--- src/spectrum_band_energy_averager_defines.svh ---
// assertion macros used by the history block of the spectrum band energy averager
`ifndef SPECTRUM_BAND_ENERGY_AVERAGER_DEFINES_SVH
`define SPECTRUM_BAND_ENERGY_AVERAGER_DEFINES_SVH

// consequent checked in the same cycle as the antecedent
`define SBEA_ASSERT_SAME(label, clk, rst_n, ante, cons, msg) \
    label: assert property (@(posedge clk) disable iff (!rst_n) (ante) |-> (cons)) \
        else $error(msg);

// consequent checked in the cycle after the antecedent
`define SBEA_ASSERT_NEXT(label, clk, rst_n, ante, cons, msg) \
    label: assert property (@(posedge clk) disable iff (!rst_n) (ante) |=> (cons)) \
        else $error(msg);

`endif

--- src/sbea_pkg.sv ---
// shared types and fixed field widths of the spectrum band energy averager
package sbea_pkg;

    localparam int BIN_W = 8;
    localparam int SUM_W = 12;
    localparam int IDX_W = 3;

    localparam logic [SUM_W-1:0] SUM_MAX = 12'd4095;

    typedef logic signed [BIN_W-1:0] t_bin;
    typedef logic [SUM_W-1:0]        t_sum;
    typedef logic [IDX_W-1:0]        t_idx;

endpackage

--- src/sbea_accum.sv ---
// magnitude accumulation and band sequencing, one bin per accepted word
module sbea_accum #(
    parameter int NUM_BANDS     = 8,
    parameter int BINS_PER_BAND = 16,
    localparam int BAND_W = (NUM_BANDS > 1) ? $clog2(NUM_BANDS) : 1
) (
    input  logic              i_clk,
    input  logic              i_rst_n,
    input  logic              i_accept,
    input  sbea_pkg::t_bin    i_bin_value,
    output logic              o_job_valid,
    output logic [BAND_W-1:0] o_job_band,
    output sbea_pkg::t_sum    o_job_sum
);
    import sbea_pkg::*;

    localparam int CNT_W = (BINS_PER_BAND > 1) ? $clog2(BINS_PER_BAND) : 1;

    logic [SUM_W-1:0]  r_acc;
    logic [CNT_W-1:0]  r_cnt;
    logic [BAND_W-1:0] r_band;

    logic [BIN_W:0]    mag;
    logic [SUM_W:0]    raw_sum;
    logic [SUM_W-1:0]  sat_sum;
    logic              last_bin;
    logic              last_band;

    // -128 gives 128, hence the extra bit
    always_comb begin
        if (i_bin_value[BIN_W-1]) begin
            mag = (BIN_W + 1)'(1 << BIN_W) - {1'b0, i_bin_value};
        end else begin
            mag = {1'b0, i_bin_value};
        end
        raw_sum = {1'b0, r_acc} + (SUM_W + 1)'(mag);
        sat_sum = raw_sum[SUM_W] ? SUM_MAX : raw_sum[SUM_W-1:0];
    end

    assign last_bin  = (r_cnt == CNT_W'(BINS_PER_BAND - 1));
    assign last_band = (r_band == BAND_W'(NUM_BANDS - 1));

    assign o_job_valid = i_accept && last_bin;
    assign o_job_band  = r_band;
    assign o_job_sum   = sat_sum;

    always_ff @(posedge i_clk) begin
        if (!i_rst_n) begin
            r_acc  <= '0;
            r_cnt  <= '0;
            r_band <= '0;
        end else if (i_accept) begin
            if (last_bin) begin
                r_acc  <= '0;
                r_cnt  <= '0;
                r_band <= last_band ? '0 : r_band + 1'b1;
            end else begin
                r_acc <= sat_sum;
                r_cnt <= r_cnt + 1'b1;
            end
        end
    end

endmodule

--- src/sbea_hist.sv ---
// per-band history memories with read-modify-write pipeline and clearing pass
module sbea_hist #(
    parameter int NUM_BANDS     = 8,
    parameter int HISTORY_DEPTH = 10,
    localparam int BAND_W = (NUM_BANDS > 1) ? $clog2(NUM_BANDS) : 1,
    localparam int TOT_W  = sbea_pkg::SUM_W + $clog2(HISTORY_DEPTH)
) (
    input  logic              i_clk,
    input  logic              i_rst_n,
    input  logic              i_adv,
    input  logic              i_job_valid,
    input  logic [BAND_W-1:0] i_job_band,
    input  sbea_pkg::t_sum    i_job_sum,
    output logic              o_clearing,
    output logic              o_d_valid,
    output logic [BAND_W-1:0] o_d_band,
    output sbea_pkg::t_sum    o_d_sum,
    output logic [TOT_W-1:0]  o_d_total
);
    import sbea_pkg::*;

`include "spectrum_band_energy_averager_defines.svh"

    localparam int SLOT_W = (HISTORY_DEPTH > 1) ? $clog2(HISTORY_DEPTH) : 1;
    localparam int HIST_N = NUM_BANDS * HISTORY_DEPTH;
    localparam int ADDR_W = (HIST_N > 1) ? $clog2(HIST_N) : 1;
    localparam int CLR_W  = $clog2(HIST_N + 1);
    localparam logic [CLR_W-1:0] CLR_LAST = CLR_W'(HIST_N - 1);

    typedef struct packed {
        logic [TOT_W-1:0]  total;
        logic [SLOT_W-1:0] slot;
    } t_band_word;

    t_band_word       mem_band [NUM_BANDS];
    logic [SUM_W-1:0] mem_hist [HIST_N];

    // clearing pass
    logic             r_clr_active;
    logic [CLR_W-1:0] r_clr_cnt;

    // stage b: band word read back
    logic              r_b_valid;
    logic [BAND_W-1:0] r_b_band;
    logic [SUM_W-1:0]  r_b_sum;
    t_band_word        r_bm_q;

    // stage c: history entry read back
    logic              r_c_valid;
    logic [BAND_W-1:0] r_c_band;
    logic [SUM_W-1:0]  r_c_sum;
    logic [TOT_W-1:0]  r_c_total;
    logic [SLOT_W-1:0] r_c_slot;
    logic [ADDR_W-1:0] r_c_addr;
    logic [SUM_W-1:0]  r_hq;

    // stage d
    logic              r_d_valid;
    logic [BAND_W-1:0] r_d_band;
    logic [SUM_W-1:0]  r_d_sum;
    logic [TOT_W-1:0]  r_d_total;

    // most recent writes, for forwarding
    logic              r_lw_valid;
    logic [BAND_W-1:0] r_lw_band;
    t_band_word        r_lw_word;
    logic              r_hlw_valid;
    logic [ADDR_W-1:0] r_hlw_addr;
    logic [SUM_W-1:0]  r_hlw_data;

    t_band_word        b_word;
    logic [ADDR_W-1:0] b_addr;
    logic [SUM_W-1:0]  c_old;
    logic [TOT_W-1:0]  c_new_total;
    logic [SLOT_W-1:0] c_next_slot;
    t_band_word        c_new_word;
    logic              wr_en;

    assign wr_en = i_adv && r_c_valid;

    // stage c: replace oldest entry, update running total
    always_comb begin
        c_old = (r_hlw_valid && (r_hlw_addr == r_c_addr)) ? r_hlw_data : r_hq;
        c_new_total = r_c_total - TOT_W'(c_old) + TOT_W'(r_c_sum);
        c_next_slot = (r_c_slot == SLOT_W'(HISTORY_DEPTH - 1)) ? '0 : r_c_slot + 1'b1;
        c_new_word.total = c_new_total;
        c_new_word.slot  = c_next_slot;
    end

    // stage b: newest band word, from the job ahead, the last write or memory
    always_comb begin
        if (r_c_valid && (r_c_band == r_b_band)) begin
            b_word = c_new_word;
        end else if (r_lw_valid && (r_lw_band == r_b_band)) begin
            b_word = r_lw_word;
        end else begin
            b_word = r_bm_q;
        end
        b_addr = ADDR_W'(r_b_band) * ADDR_W'(HISTORY_DEPTH) + ADDR_W'(b_word.slot);
    end

    // band memory
    always_ff @(posedge i_clk) begin
        if (r_clr_active) begin
            if (r_clr_cnt < CLR_W'(NUM_BANDS)) begin
                mem_band[r_clr_cnt[BAND_W-1:0]] <= '0;
            end
        end else if (wr_en) begin
            mem_band[r_c_band] <= c_new_word;
        end
        if (i_adv) begin
            r_bm_q <= mem_band[i_job_band];
        end
    end

    // history memory
    always_ff @(posedge i_clk) begin
        if (r_clr_active) begin
            mem_hist[r_clr_cnt[ADDR_W-1:0]] <= '0;
        end else if (wr_en) begin
            mem_hist[r_c_addr] <= r_c_sum;
        end
        if (i_adv) begin
            r_hq <= mem_hist[b_addr];
        end
    end

    // control
    always_ff @(posedge i_clk) begin
        if (!i_rst_n) begin
            r_clr_active <= 1'b1;
            r_clr_cnt    <= '0;
            r_b_valid    <= 1'b0;
            r_c_valid    <= 1'b0;
            r_d_valid    <= 1'b0;
            r_lw_valid   <= 1'b0;
            r_hlw_valid  <= 1'b0;
        end else begin
            if (r_clr_active) begin
                r_clr_cnt <= r_clr_cnt + 1'b1;
                if (r_clr_cnt == CLR_LAST) begin
                    r_clr_active <= 1'b0;
                end
            end
            if (i_adv) begin
                r_b_valid <= i_job_valid;
                r_c_valid <= r_b_valid;
                r_d_valid <= r_c_valid;
            end
            if (wr_en) begin
                r_lw_valid  <= 1'b1;
                r_hlw_valid <= 1'b1;
            end
        end
    end

    // payload
    always_ff @(posedge i_clk) begin
        if (i_adv) begin
            r_b_band  <= i_job_band;
            r_b_sum   <= i_job_sum;
            r_c_band  <= r_b_band;
            r_c_sum   <= r_b_sum;
            r_c_total <= b_word.total;
            r_c_slot  <= b_word.slot;
            r_c_addr  <= b_addr;
            r_d_band  <= r_c_band;
            r_d_sum   <= r_c_sum;
            r_d_total <= c_new_total;
        end
        if (wr_en) begin
            r_lw_band  <= r_c_band;
            r_lw_word  <= c_new_word;
            r_hlw_addr <= r_c_addr;
            r_hlw_data <= r_c_sum;
        end
    end

    assign o_clearing = r_clr_active;
    assign o_d_valid  = r_d_valid;
    assign o_d_band   = r_d_band;
    assign o_d_sum    = r_d_sum;
    assign o_d_total  = r_d_total;

    `SBEA_ASSERT_SAME(a_no_job_in_clear, i_clk, i_rst_n, r_clr_active, !i_job_valid && !r_b_valid && !r_c_valid, "band word in flight during clearing pass")
    `SBEA_ASSERT_SAME(a_slot_in_range, i_clk, i_rst_n, r_c_valid, r_c_slot <= SLOT_W'(HISTORY_DEPTH - 1), "history slot out of range")
    `SBEA_ASSERT_SAME(a_total_covers_sum, i_clk, i_rst_n, r_c_valid, c_new_total >= TOT_W'(r_c_sum), "running total below newest sum")
    `SBEA_ASSERT_NEXT(a_clear_ends, i_clk, i_rst_n, r_clr_active && (r_clr_cnt == CLR_LAST), !r_clr_active, "clearing pass overran")

endmodule

--- src/sbea_div.sv ---
// mean by reciprocal multiplication and the output register
module sbea_div #(
    parameter int NUM_BANDS     = 8,
    parameter int HISTORY_DEPTH = 10,
    localparam int BAND_W = (NUM_BANDS > 1) ? $clog2(NUM_BANDS) : 1,
    localparam int TOT_W  = sbea_pkg::SUM_W + $clog2(HISTORY_DEPTH)
) (
    input  logic              i_clk,
    input  logic              i_rst_n,
    input  logic              i_adv,
    input  logic              i_d_valid,
    input  logic [BAND_W-1:0] i_d_band,
    input  sbea_pkg::t_sum    i_d_sum,
    input  logic [TOT_W-1:0]  i_d_total,
    output logic              o_out_valid,
    output sbea_pkg::t_idx    o_band_index,
    output sbea_pkg::t_sum    o_band_sum,
    output sbea_pkg::t_sum    o_band_average
);
    import sbea_pkg::*;

    // floor(t / depth) == (t * ceil(2^s / depth)) >> s for all t below 2^TOT_W
    localparam int SHIFT = TOT_W + $clog2(HISTORY_DEPTH);
    localparam int REC_W = TOT_W + 2;
    localparam int PRD_W = TOT_W + REC_W;
    localparam int unsigned REC = ((1 << SHIFT) + HISTORY_DEPTH - 1) / HISTORY_DEPTH;

    logic [PRD_W-1:0] prod;
    logic             r_out_valid;
    logic [IDX_W-1:0] r_index;
    logic [SUM_W-1:0] r_sum;
    logic [SUM_W-1:0] r_avg;

    assign prod = PRD_W'(i_d_total) * PRD_W'(REC_W'(REC));

    always_ff @(posedge i_clk) begin
        if (!i_rst_n) begin
            r_out_valid <= 1'b0;
        end else if (i_adv) begin
            r_out_valid <= i_d_valid;
        end
    end

    always_ff @(posedge i_clk) begin
        if (i_adv) begin
            r_index <= IDX_W'(i_d_band);
            r_sum   <= i_d_sum;
            r_avg   <= prod[SHIFT +: SUM_W];
        end
    end

    assign o_out_valid    = r_out_valid;
    assign o_band_index   = r_index;
    assign o_band_sum     = r_sum;
    assign o_band_average = r_avg;

endmodule

--- src/spectrum_band_energy_averager.sv ---
// a band's last bin carries its result word through stages b, c, d and the output register
// throughput: one bin word per cycle while o_in_ready is high; the band and history memories
// are touched once a band; forwarding lets reads see earlier writes, so no interlock stalls
// reset: synchronous, active low; clears the accumulator, band counter and pipeline
// after reset a clearing pass over NUM_BANDS*HISTORY_DEPTH entries (80 by default) zeroes
// the history memory, with o_in_ready low until it ends
module spectrum_band_energy_averager #(
    parameter int NUM_BANDS     = 8,
    parameter int BINS_PER_BAND = 16,
    parameter int HISTORY_DEPTH = 10
) (
    input  logic           i_clk,
    input  logic           i_rst_n,
    input  logic           i_in_valid,
    output logic           o_in_ready,
    input  sbea_pkg::t_bin i_bin_value,
    output logic           o_out_valid,
    input  logic           i_out_ready,
    output sbea_pkg::t_idx o_band_index,
    output sbea_pkg::t_sum o_band_sum,
    output sbea_pkg::t_sum o_band_average
);
    import sbea_pkg::*;

    localparam int BAND_W = (NUM_BANDS > 1) ? $clog2(NUM_BANDS) : 1;
    localparam int TOT_W  = SUM_W + $clog2(HISTORY_DEPTH);

    // whole pipeline moves together whenever the output register can take a word
    logic              adv;
    logic              accept;
    logic              clearing;

    // finished band sum from the accumulator
    logic              job_valid;
    logic [BAND_W-1:0] job_band;
    logic [SUM_W-1:0]  job_sum;

    // band sum and updated history total, ahead of the mean
    logic              d_valid;
    logic [BAND_W-1:0] d_band;
    logic [SUM_W-1:0]  d_sum;
    logic [TOT_W-1:0]  d_total;

    assign adv        = !o_out_valid || i_out_ready;
    assign o_in_ready = adv && !clearing;
    assign accept     = i_in_valid && o_in_ready;

    // front end: magnitudes summed per band, band number advanced per group
    sbea_accum #(
        .NUM_BANDS     (NUM_BANDS),
        .BINS_PER_BAND (BINS_PER_BAND)
    ) u_accum (
        .i_clk       (i_clk),
        .i_rst_n     (i_rst_n),
        .i_accept    (accept),
        .i_bin_value (i_bin_value),
        .o_job_valid (job_valid),
        .o_job_band  (job_band),
        .o_job_sum   (job_sum)
    );

    // history: read band word, read oldest entry, write back both
    sbea_hist #(
        .NUM_BANDS     (NUM_BANDS),
        .HISTORY_DEPTH (HISTORY_DEPTH)
    ) u_hist (
        .i_clk       (i_clk),
        .i_rst_n     (i_rst_n),
        .i_adv       (adv),
        .i_job_valid (job_valid),
        .i_job_band  (job_band),
        .i_job_sum   (job_sum),
        .o_clearing  (clearing),
        .o_d_valid   (d_valid),
        .o_d_band    (d_band),
        .o_d_sum     (d_sum),
        .o_d_total   (d_total)
    );

    // mean of the history and the output register
    sbea_div #(
        .NUM_BANDS     (NUM_BANDS),
        .HISTORY_DEPTH (HISTORY_DEPTH)
    ) u_div (
        .i_clk          (i_clk),
        .i_rst_n        (i_rst_n),
        .i_adv          (adv),
        .i_d_valid      (d_valid),
        .i_d_band       (d_band),
        .i_d_sum        (d_sum),
        .i_d_total      (d_total),
        .o_out_valid    (o_out_valid),
        .o_band_index   (o_band_index),
        .o_band_sum     (o_band_sum),
        .o_band_average (o_band_average)
    );

endmodule
--- config.mk ---
export PLATFORM = sky130hd
export DESIGN_NAME = spectrum_band_energy_averager
export DESIGN_NICKNAME = d
export VERILOG_FILES = /design/src/sbea_pkg.sv /design/src/sbea_accum.sv /design/src/sbea_hist.sv /design/src/sbea_div.sv /design/src/spectrum_band_energy_averager.sv
export VERILOG_INCLUDE_DIRS = /design/src /design/src/src
export SDC_FILE = /design/constraint.sdc
export NUM_CORES = 2
export LEC_CHECK = 0
export BUFFER_PORTS_ARGS = -buffer_cell sky130_fd_sc_hd__clkbuf_2
export CAP_MARGIN = 20
export CORE_MARGIN = 5
export CORE_UTILIZATION = 30
export DETAILED_ROUTE_END_ITERATION = 10
export PLACE_DENSITY_LB_ADDON = 0.3
export SYNTH_ARGS = -nofsm -noshare
export SYNTH_HDL_FRONTEND = slang
export SYNTH_SLANG_ARGS = --single-unit
--- constraint.sdc ---
create_clock -name i_clk -period 9.15 [get_ports i_clk]
set_clock_uncertainty 0.05 [all_clocks]
set_input_delay 1.83 -clock i_clk [delete_from_list [all_inputs] [get_ports i_clk]]
set_output_delay 1.83 -clock i_clk [all_outputs]
set_load 0.03 [all_outputs]
# Yosys cells after proc, flatten, opt, wreduce, memory -nomap -nowiden

Memories as Yosys holds them, arrays and structs flattened. A register that Yosys moved wholly into a read port is not among the register bits.
Cells that the tools add are included.

Register bits: 189
Latch bits: 0
Bits in writable memories: 1120
ROM bits: 0
Input port bits: 12
Output and inout port bits: 29
Word-level logic and storage cells: 87
Memories kept: 2

Add/sub/neg operators: 9
Multiply operators: 2
Divide/modulo/power cells: 0
$lt $le $gt $ge: 1
Eq/ne operators: 7
Shift-type cells: 0
Multiplexer cells: 25
Bitwise operators: 0
Reduce and logical (&&, ||, !) cells: 13

Memory list:

| name            | depth | width | read ports | clocked after memory_dff | write ports | line            | text |
|---|---|---|---|---|---|---|---|
| u_hist.mem_hist | 80    | 12    | 1          | 1                        | 1           | sbea_hist.sv:36 | `logic [SUM_W-1:0] mem_hist [HIST_N];` |
| u_hist.mem_band | 8     | 20    | 1          | 1                        | 1           | sbea_hist.sv:35 | `t_band_word mem_band [NUM_BANDS];` |

Operators with widths:

| cell                                                                          | count |
|---|---|
| 20-bit two-way mux                                                            | 3 |
| 12-bit two-way mux                                                            | 4 |
| 16-bit by 16-bit multiplier with 31-bit output (second input constant)        | 1 |
| 20-bit OR reduction                                                           | 1 |
| 16-bit by 12-bit adder with 16-bit output                                     | 1 |
| 16-bit by 12-bit subtractor with 16-bit output                                | 1 |
| 12-bit by 9-bit adder with 13-bit output                                      | 1 |
| 1-bit two-way mux                                                             | 12 |
| 12-bit OR reduction                                                           | 1 |
| 9-bit two-way mux                                                             | 1 |
| 9-bit by 8-bit subtractor with 9-bit output (first input constant)            | 1 |
| 4-bit by 1-bit adder with 4-bit output (second input constant)                | 2 |
| 4-bit == test (second input constant)                                         | 2 |
| 4-bit two-way mux                                                             | 2 |
| 7-bit by 1-bit adder with 7-bit output (second input constant)                | 1 |
| 7-bit by 4-bit adder with 7-bit output                                        | 1 |
| 7-bit == test                                                                 | 1 |
| 7-bit == test (second input constant)                                         | 1 |
| 1-bit logical AND                                                             | 7 |
| 7-bit by 4-bit less-than comparator with 1-bit output (second input constant) | 1 |
| 7-bit two-way mux                                                             | 1 |
| 3-bit == test                                                                 | 2 |
| 3-bit by 3-bit multiplier with 6-bit output (second input constant)           | 1 |
| 3-bit two-way mux                                                             | 2 |
| 5 further kinds                                                               | 6 |

# Longest topological paths before layout

Depth after elaboration: 8
Gate-level depth with buffers: 21
Mapped depth without buffers: 21

# Modules after synthesis

A second synthesis with hierarchy kept.

Cells, all modules: 3621
Area total of the unflattened synthesis: 58229.6 um^2

Modules (own cells, without submodules):

| module                        | instances | cells each | area an instance (um^2) | seq. area each (um^2) |
|---|---|---|---|---|
| sbea_hist                     | 1         | 2944       | 51424.3                 | 38707.1 |
| sbea_div                      | 1         | 486        | 5211.2                  | 830.8 |
| sbea_accum                    | 1         | 187        | 1560.2                  | 380.4 |
| spectrum_band_energy_averager | 1         | 4          | 33.8                    | 0.0 |

# Least setup slack after synthesis

No wires, ideal clock.

Kind: register to register
From: reg u_hist.r_d_total[6] (netlist: u_hist.o_d_total[6])
To: reg u_div.r_avg[11] (netlist: u_div.o_band_average[11]) (data pin)
Library setup time: 0.271 ns
Arrival: 5.441 ns
Data required time: 8.829 ns
Setup slack: 3.388 ns
Stages on the path, launching flop included: 20
Buffers on the path: 0
Clock period less this slack: 5.762 ns
Cells stage by stage: edfxtp_1 ha_1 inv_1 fa_1 inv_1 fa_1 fa_1 fa_1 inv_1 fa_1 inv_1 ha_1 and3_1 a221o_1 or3_1 o211ai_1 a41oi_1 a41o_1 nor4_1 a311oi_1

Word-level cells in the longest chain between the ends: 1

RTL lines:

| element                                        | line             | text |
|---|---|---|
| from (decl)                                    | sbea_hist.sv:61  | `logic [TOT_W-1:0] r_d_total;` |
| from (signal assigned)                         | sbea_hist.sv:169 | `r_d_total <= c_new_total;` |
| 16-bit by 16-bit multiplier with 31-bit output | sbea_div.sv:34   | `assign prod = PRD_W'(i_d_total) * PRD_W'(REC_W'(REC));` |
| via u_div.prod[31]                             | sbea_div.sv:28   | `logic [PRD_W-1:0] prod;` |
| to (signal assigned)                           | sbea_div.sv:48   | `r_avg <= prod[SHIFT +: SUM_W];` |
| to (decl)                                      | sbea_div.sv:32   | `logic [SUM_W-1:0] r_avg;` |

The timed path passes the listed nets, and every way through them passes these cells.
A chain may end at the register's enable or synchronous reset.

==> flow_metrics.py <==
metrics = {
    "detailed_routing": {
        "viasPerCell": 4.993,
        "num_vias": 31770,
        "dr.pass1.iters": 7,
        "avgRoutedWirePerCell_um": 23.61,
        "routed_wl_um": 150200,
        "drc": 0,
        "drt_iter0_drc": 2809,
        "ant_nets": 0,
    },
    "die": {
        "die_area_um2": 201700,
        "fp.dieH_um": 449.1,
        "core_area_um2": 192200,
        "num_rows": 161,
        "start_util": 0.3010,
        "ioPinCount": 41,
        "die_w_um": 449.1,
    },
    "grt": {
        "grt.overflow.total": 0,
        "grt_max_degree": 107,
        "grt_pass1_wl_um": 221200,
        "grt_util_all_layers": 0.1453,
        "grt_pass1_vias": 31810,
        "antenna_found_initial": 7,
    },
    "timing": {
        "fin_setup_tns_ps": 0,
        "tightest_slew_ps": 1159,
        "rsz0062_at_grt": "false",
        "fin_crit_ps": 6249,
        "clock.fmax_mhz": 160.0,
        "maxSlewViolCount": 0,
        "hold_violations": 0,
        "setup_viol": 0,
        "finalCritPeriodShare": 0.6829,
        "maxSlewHeadroom": 0.2275,
    },
    "power_and_ir_drop": {
        "ir_drop_uv": 1347,
        "p_leak_nw": 22.74,
        "finalPower_w": 0.02633,
        "power.density_nw_per_um2": 397.5,
    },
    "critical_path": {
        "critical_path_required_ps": 9560,
        "worst-path-max-fanout": 21,
        "end_kind": "flop",
        "reg2regPathDepth": 18,
        "critPathLaunchType": "flop",
        "critical_path_arrival_ps": 6650,
        "worstSetupPathType": "flop to flop",
    },
    "synth": {
        "ys_ff_latch": 1340,
        "synth_common_cells": "edfxtp_1, nand2_1, inv_1, nor2_1, mux4_2",
        "yosysMostFrequentCell": "edfxtp_1",
        "syn_inst": 3583,
        "synthTopCellsByArea": "edfxtp_1, mux4_2, ha_1",
        "synth.top_cell.area_share": 0.6789,
        "synth_edf_count": 1308,
        "synth.distinct_cells": 68,
        "synthDominantAreaCellType": "edfxtp_1",
        "yosysWarnings": 0,
        "syn_area_per_cell_um2": 16.15,
        "ys.flop_type": "edfxtp_1",
        "syn_nets": 3849,
        "ys_seq_area_frac": 0.6900,
        "synthArstFlopShare": 0,
        "syn_area_um2": 57850,
    },
    "clock_tree": {
        "cts_tree": "done",
        "cts.sinks": 1340,
        "numCtsBuffers": 141,
        "htree_num_levels": 4,
        "clkTransAtPathRegs_ps": 70,
        "cts_resized": 0,
        "clockBufferDepth": 3,
        "cts_root_buf": "clkbuf_16",
        "cts.hold.buffers_added": 0,
        "insertion_delay_ps": 790,
        "postCtsSetupRepairBufs": 0,
    },
    "worst_hold_path": {
        "min_path_cells": 0,
        "min_path_type": "flop to flop",
    },
    "job": {
        "max_cap_violations": 0,
    },
    "placement": {
        "gp_congestion": 0.8516,
        "port_buffers": 40,
        "dp_hpwl_um": 92860,
    },
    "cells_and_area": {
        "layout-drive-gt1-share": 0.1617,
        "area.growth.synth_to_final_pct": 14.49,
        "final_nets": 3990,
    },
    "status": {
        "status": "complete, no violations",
    },
}
## report_power, final
part	total [W]	switching, W	leakage (nW)	internal (W)
sequential	0.00757	0.000148	12.6	0.00742
combinational	0.0132	0.00720	7.94	0.00597
clock	0.00560	0.00248	2.16	0.00313
## state kept, by name, indices dropped and copies added (netlist names), 16 cells and up
signal	count
u_hist.mem_hist	960
u_hist.r_bm_q	20
u_hist.o_d_total	16
u_hist.mem_band	160
u_hist.r_lw_word	20
u_hist.r_c_total	16
## per-stage QoR
| step | hold WS, ps | instance area (µm²) | std cells | utilization | setup WS (ps) |
|---|---|---|---|---|---|
| after detailed placement | 354.5 | 61670 | 6103 | 0.3209 | 2892 |
| after global placement | 351.4 | 61550 | 6091 | 0.3203 | 2879 |
| after global routing | 368.2 | 66230 | 6362 | 0.3446 | 2571 |
| after CTS | 359.7 | 66190 | 6357 | 0.3444 | 2877 |
| after floorplan | 350.3 | 57850 | 3583 | - | 3388 |
| final | 364.0 | 66240 | 6363 | 0.3447 | 2901 |
## final cells by class
cell class | count | area [µm²]
Clock inverter | 75 | 833.3
Timing Repair Buffer | 172 | 1246
Fill cell | 18370 | 125900
Clock buffer | 179 | 3681
Antenna cell | 2 | 5.005
Tap cell | 2526 | 3161
Inverter | 205 | 790.8
Sequential cell | 1340 | 39920
Multi-Input combinational cell | 1864 | 16600
## layer usage
layer / wire [µm] / global-route usage / up-vias
met4: 3528 / 0.03535 / 0
met1: 65760 / 0.2001 / 16540
met2: 72570 / 0.2399 / 947
li1: - / - / 14080
met3: 8349 / 0.02553 / 210
met5: 0 / 0 / -
## critical path, cell delays in order (launching register included)
cell      delay (ps)
edfxtp_1         510
xnor2_1          190
nand4_1          100
buf_4            370
mux2_2           390
nand2_1           60
o21ai_0          220
ha_1             360
a21o_1           170
a21oi_1          260
xor2_2           710
inv_1            560
or3_1            480
buf_4            190
a211oi_1         250
a31oi_1          200
nand4_1          190
o311a_1          390
nand3_1          270
## layout by cell type (no fill, tap or decap), types with 19 or more instances in the layout
cell       count
a21oi_1       83
a22oi_1       38
nor3_1        78
or3_1         33
buf_4        122
nand4_1       60
nand2_1      214
mux4_2       171
mux2_1        24
o211ai_1      28
ha_1         160
edfxtp_1    1308
mux2_2        43
fa_1          92
nor2_4        19
clkbuf_16    141
inv_1        203
mux2i_1       49
clkbuf_2      40
nand3_1       88
dfxtp_1       29
a211oi_1      63
o21ai_0       96
nor2_1       170
nand2b_1      19
and3_1        56
clkinv_1      32
clkbuf_1      37
xnor2_1       48
a31oi_1       30
## path summary, 6_finish.rpt
path,startpoint,end,slack [ps]
min reg2reg,u_hist.o_d_sum[10]$_DFFE_PN_,u_div.o_band_sum[10]$_DFFE_PN_,360
max,u_hist.r_b_band[0]$_DFFE_PN_,u_hist.r_hq[10]$_DFFE_PN_,2900
max reg2reg,u_hist.r_b_band[0]$_DFFE_PN_,u_hist.r_hq[10]$_DFFE_PN_,2900
min,u_hist.o_d_sum[10]$_DFFE_PN_,u_div.o_band_sum[10]$_DFFE_PN_,360
## cell families after synthesis
logic type      count (synthesis)  synth area share
fa+ha+maj                     254           0.06700
mux                           287           0.08809
flops                        1340            0.6900
xor+xnor                       67           0.01027
compound gates                425           0.04754
other cells                     1        0.00006482
buf+inv                       379           0.02710
simple gates                  830           0.06992
Power figures use the tool's default switching activity.
